## src/design/wfe_pkg.sv

```systemverilog
package wfe_pkg;

	localparam int MaxLineWidth = 1024;
	localparam int MaxWindow    = 5;
	localparam int StoreLines   = MaxWindow - 1;
	localparam int WinTaps      = MaxWindow * MaxWindow;
	localparam int ColW         = $clog2(MaxLineWidth);
	localparam int LwW          = 11;
	localparam int RowW         = 12;
	localparam int AccW         = 20;
	localparam int DivW         = 12;
	localparam int CfgW         = 63;
	localparam int CfgIdxW      = 3;
	localparam int SortTaps     = 32;

	// Register indexes of the configuration port.
	localparam logic [CfgIdxW-1:0] RegWindowSize   = 3'd0;
	localparam logic [CfgIdxW-1:0] RegFilterMethod = 3'd1;
	localparam logic [CfgIdxW-1:0] RegDivisor      = 3'd2;
	localparam logic [CfgIdxW-1:0] RegClampOutput  = 3'd3;
	localparam logic [CfgIdxW-1:0] RegLineWidth    = 3'd4;
	localparam logic [CfgIdxW-1:0] RegCoeffsLow    = 3'd5;
	localparam logic [CfgIdxW-1:0] RegCoeffsMid    = 3'd6;
	localparam logic [CfgIdxW-1:0] RegCoeffsHigh   = 3'd7;

	// Filter method codes.
	localparam logic [2:0] MethCopy  = 3'd0;
	localparam logic [2:0] MethConv  = 3'd1;
	localparam logic [2:0] MethAvg   = 3'd2;
	localparam logic [2:0] MethMed   = 3'd3;
	localparam logic [2:0] MethDil   = 3'd4;
	localparam logic [2:0] MethEro   = 3'd5;

	typedef enum logic [2:0] {
		ST_IDLE,
		ST_LOAD,
		ST_ACC,
		ST_SORT,
		ST_DIV,
		ST_OUT
	} state_t;

	// Commands from the controller to the datapath.
	typedef struct packed {
		logic take;      // accept a pixel: read line store, shift window
		logic load;      // window ready: latch taps, clear accumulators
		logic acc_step;  // one tap into the accumulators
		logic sort_step; // one odd-even transposition pass
		logic div_start;
		logic div_step;
		logic finish;    // form the result
	} cmd_t;

	// Status from the datapath to the controller.
	typedef struct packed {
		logic emit;      // the accepted pixel completes an interior window
		logic acc_last;
		logic sort_last;
		logic div_last;
		logic need_div;
		logic need_sort;
	} sts_t;

	// Signed 7-bit coefficient k of the three coefficient registers.
	function automatic logic signed [6:0] coeff_at(input logic [CfgIdxW+2:0] k,
		input logic [CfgW-1:0] lo, input logic [CfgW-1:0] mid,
		input logic [CfgW-1:0] hi);
		logic [CfgW-1:0] r;
		logic [3:0] sub;
		begin
			r = 'd0;
			sub = 4'd0;
			if (k < 6'd9) begin
				r = lo;
				sub = k[3:0];
			end else if (k < 6'd18) begin
				r = mid;
				sub = 4'(k - 6'd9);
			end else if (k < 6'd25) begin
				r = hi;
				sub = 4'(k - 6'd18);
			end
			coeff_at = r[7*sub +: 7];
		end
	endfunction

endpackage

```

## src/design/wfe_ctrl.sv

```systemverilog
module wfe_ctrl (
	input  logic           clk,
	input  logic           arst_n,
	input  logic           valid,
	output logic           stall,
	input  wfe_pkg::sts_t  sts,
	output wfe_pkg::cmd_t  cmd,
	output logic           res_valid_q,
	input  logic           res_stall
);
	import wfe_pkg::*;

	state_t state_q, state_d;
	logic res_set;

	// State register and result-valid flag.
	always_ff @(posedge clk or negedge arst_n) begin
		if (!arst_n) begin
			state_q <= ST_IDLE;
			res_valid_q <= 1'b0;
		end else begin
			state_q <= state_d;
			if (res_set) begin
				res_valid_q <= 1'b1;
			end else if (!res_stall) begin
				res_valid_q <= 1'b0;
			end
		end
	end

	// Next state and commands.
	always_comb begin
		state_d = state_q;
		cmd = '0;
		res_set = 1'b0;
		stall = 1'b1;
		case (state_q)
			ST_IDLE: begin
				stall = 1'b0;
				if (valid) begin
					cmd.take = 1'b1;
					state_d = ST_LOAD;
				end
			end
			ST_LOAD: begin
				if (sts.emit) begin
					cmd.load = 1'b1;
					if (sts.need_sort) begin
						state_d = ST_SORT;
					end else begin
						state_d = ST_ACC;
					end
				end else begin
					state_d = ST_IDLE;
				end
			end
			ST_ACC: begin
				cmd.acc_step = 1'b1;
				if (sts.acc_last) begin
					if (sts.need_div) begin
						cmd.div_start = 1'b1;
						state_d = ST_DIV;
					end else begin
						state_d = ST_OUT;
					end
				end
			end
			ST_SORT: begin
				cmd.sort_step = 1'b1;
				if (sts.sort_last) begin
					state_d = ST_OUT;
				end
			end
			ST_DIV: begin
				cmd.div_step = 1'b1;
				if (sts.div_last) begin
					state_d = ST_OUT;
				end
			end
			ST_OUT: begin
				if (!res_valid_q || !res_stall) begin
					cmd.finish = 1'b1;
					res_set = 1'b1;
					state_d = ST_IDLE;
				end
			end
			default: state_d = ST_IDLE;
		endcase
	end

	ast_out_hold: assert property (@(posedge clk) disable iff (!arst_n)
		res_valid_q && res_stall |=> res_valid_q)
		else $error("result dropped while stalled");
	ast_single_take: assert property (@(posedge clk) disable iff (!arst_n)
		cmd.take |=> !cmd.take)
		else $error("two pixels taken back to back");
	ast_finish_free: assert property (@(posedge clk) disable iff (!arst_n)
		cmd.finish |-> !(res_valid_q && res_stall))
		else $error("result overwritten");
endmodule

```

## config.mk

```make
export PLATFORM = sky130hd
export DESIGN_NAME = wfe_ctrl
export DESIGN_NICKNAME = d
export VERILOG_FILES = /design/src/design/wfe_pkg.sv /design/src/design/wfe_ctrl.sv
export SDC_FILE = /design/constraint.sdc
export NUM_CORES = 1
export LEC_CHECK = 0
export BUFFER_PORTS_ARGS = -buffer_cell sky130_fd_sc_hd__buf_2
export CAP_MARGIN = 10
export CORE_AREA = 2 2 39 41
export CTS_CLUSTER_DIAMETER = 200
export DETAILED_ROUTE_END_ITERATION = 12
export DIE_AREA = 0 0 41 43
export SLEW_MARGIN = 20
export SYNTH_ARGS = -nofsm -noshare
export SYNTH_HDL_FRONTEND = slang
export SYNTH_SLANG_ARGS = --single-unit
```

## constraint.sdc

```tcl
create_clock -name clk -period 2.1 [get_ports clk]
set_clock_uncertainty 0.05 [all_clocks]
set_input_delay 0.21 -clock clk [delete_from_list [all_inputs] [get_ports clk]]
set_output_delay 0.21 -clock clk [all_outputs]
set_load 0.02 [all_outputs]
```

==> results.md <==
- Outcome: finished, final reports clean
- Setup bufs post-CTS: 0
- Io pins: 19
- Fin Setup TNS: 0 ns
- Mean Syn Cell Area: ~8.2 sq um
- First-pass GRT wire length: around 1200 microns
- CTS root buf: clkbuf_4
- Inst Count DP: 72
- Synthesized area: ~340 sq um
- Port Buffer Count: 18
- Fill cells: roughly 150
- Initial antenna violation count: 0
- Area taken by multi-input logic gates: just over 200 sq um
- Top cell type's share of synthesized area: 29.2%
- Vias in the first global route: between 200 and 300
- Drt total wl: roughly 730 microns
- Die width: about 41 microns
- Syn Inst Count: 42
- Synth unique cells: 24
- Dominant synthesized flop cell: dfrtp_1
- Largest net degree at the start of global routing: 17
- Worst-Margin Slew: roughly 0.44 ns
- TritonCTS clock tree: done
- Share of cells above drive strength 1: about two fifths
- Pwr dens: around 1500 mW/mm^2
- First-pass iteration count of the detailed router: 2
- Slew headroom: a little over two thirds
- Ant. Diodes: 0
- Yosys top cell by area: dfrtp_1
- FF+latch area: ~100 sq um
- Top cells by count, synth: a21oi_1, dfrtp_1, nand2_1, nor2_1
- Final hold vios: 0
- HP Class: in -> reg
- Routability Congestion: a little over 0.7
- Max Cap Viol: 0
- Worst-Skew Late Latency: about 0.23 ns
- Core Util, Final: 32.8%
- Routed via count: 335
- Die Area: 0.00176 sq mm
- Max Freq: 593 MHz
- Final min period: roughly 1.7 ns
- DRT iter0 DRCs: 2
- Setup violations, final: 0
- Max Slew Vio Count: 0
- Clock-pin slew on the worst setup and hold paths: roughly 0.030 ns
- Worst EP arrival: around 1.4 ns
- Detailed-placement wirelength estimate: roughly 560 microns
- WS Path Type: reg -> out
- Antenna viol nets, final: 0
- Remaining Overflow, GRT: 0
- Yosys reg bits: 4
- CTS sink cnt: 4
- Worst Path Required: about 1.8 ns
- Post-route insts no fill: 76
- Core area: roughly 0.0014 sq mm
- Total CTS buffers: 3
- DRC: 0
- Post-synth EDFFs: 0
- CP Max Fanout: 16
- Period utilization: approximately four fifths
- RSZ-0062 raised after global routing: false
- Crit. End Element: primary output
- Area grow syn2layout: 32.5%
- Top cells by area, synth: dfrtp_1, nor3b_1, a21oi_1, nand2b_1, a311oi_2
- Yosys warns: 0
- CTS max path bufs: 2
- Overall Power: a little under 0.7 mW
- CP startpoint kind: flop
- DR WL/cell: 9.54 microns
- NumNets Final: 72
- FFs w/ async S/R, synth: 100%
- Post-synthesis sequential area ratio: 29.2%
- Total global-route track usage: under 10%
- Initial core utilization: roughly a quarter
- Syn nets: 52
- Leakage: between 0.2 and 0.25 nW
- Die height: roughly 43 microns
- Routed vias/inst: 4.41
- VDD IR max: 0.376 mV
- Depth of the CTS H-tree: 1
- Rows: 14
[cell usage in the layout (no fill, tap or decap), drive strengths merged]
master	synthesis	layout
buf	4	18
nor2	4	4
a21oi	4	4
nand2	4	4
dfrtp	4	4
nor3b	3	3
nand2b	3	3
clkbuf	0	3
o21ai	2	2
or3	1	1
and3	1	1
nand3b	1	1
nand3	1	1
nor3	1	1
inv	1	1
and3b	1	1
nor2b	1	1
o21bai	1	1
o2111ai	1	1
o22ai	1	1
a311oi	1	1
mux2	1	1
a21o	1	1
dlygate4sd3	0	1
[critical path: stages (launching register included)]
cell     delay (ns)
dfrtp_1        0.53
or3_4          0.43
nor2_1         0.08
buf_2          0.16
[path summary, 6_finish.rpt]
kind	end	slack (ns)	depth (start not counted)	from
worst max register to register	state_q[0]	0.81	4	state_q[0]
worst min register to register	res_valid_q	0.50	2	res_valid_q
max in group asynchronous	res_valid_q	1.61	2	arst_n
min in group asynchronous	state_q[2]	0.28	2	arst_n
worst min-delay path	res_valid_q	0.21	3	res_stall
worst max-delay path	cmd[6]	0.41	3	state_q[0]
[flip-flops by register name, summed over array words and instances (netlist names)]
register / flops
state_q: 3
res_valid_q: 1
[per-stage QoR]
step | instance area, sq um | worst slack (ns) | hold WS (ns)
2_1_floorplan | 343 | 0.611 | -0.136
3_3_place_gp | 422 | 0.670 | -0.0362
3_5_place_dp | 422 | 0.648 | -0.0358
4_1_cts | 454 | 0.399 | 0.203
5_1_grt | 454 | 0.299 | 0.246
6_report | 454 | 0.413 | 0.209
[what timing repair did]
| item | CTS | global route |
|---|---|---|
| hold endpoints to repair | 4 | 0 |
| hold buffers | 1 | 0 |
| resized for setup | 0 | 0 |
| endpoints found under the setup margin | 0 | 0 |
[kinds of logic after synthesis]
group / after synthesis / synth area share, %
muxes: 1 / 3.28
AOI/OAI and AO/OA: 11 / 21.9
buffers and inverters: 5 / 10.2
DFF: 4 / 29.2
and+or+nand+nor: 21 / 35.4
[cell type report]
class / instances / area share (%)
tap: 16 / 4.41
timing repair buffer: 19 / 22.0
sequential: 4 / 22.0
multi-input combinational: 33 / 45.7
inverter: 1 / 0.826
clock buffer: 3 / 4.96
[where the power goes]
group	internal, mW	switching, mW
sequential	0.116	0.105
combinational	0.170	0.194
clock	0.0636	0.0270
[routing by layer]
metal / up-vias / part of all wire (%) / global-route usage, %
met5: - / 0 / 0
li1: 187 / - / -
met3: 0 / 5.4 / 0
met4: 0 / 0 / 6.00
met2: 9 / 46 / 13.8
met1: 139 / 49 / 14.1
(Power assumes the default switching activity.)
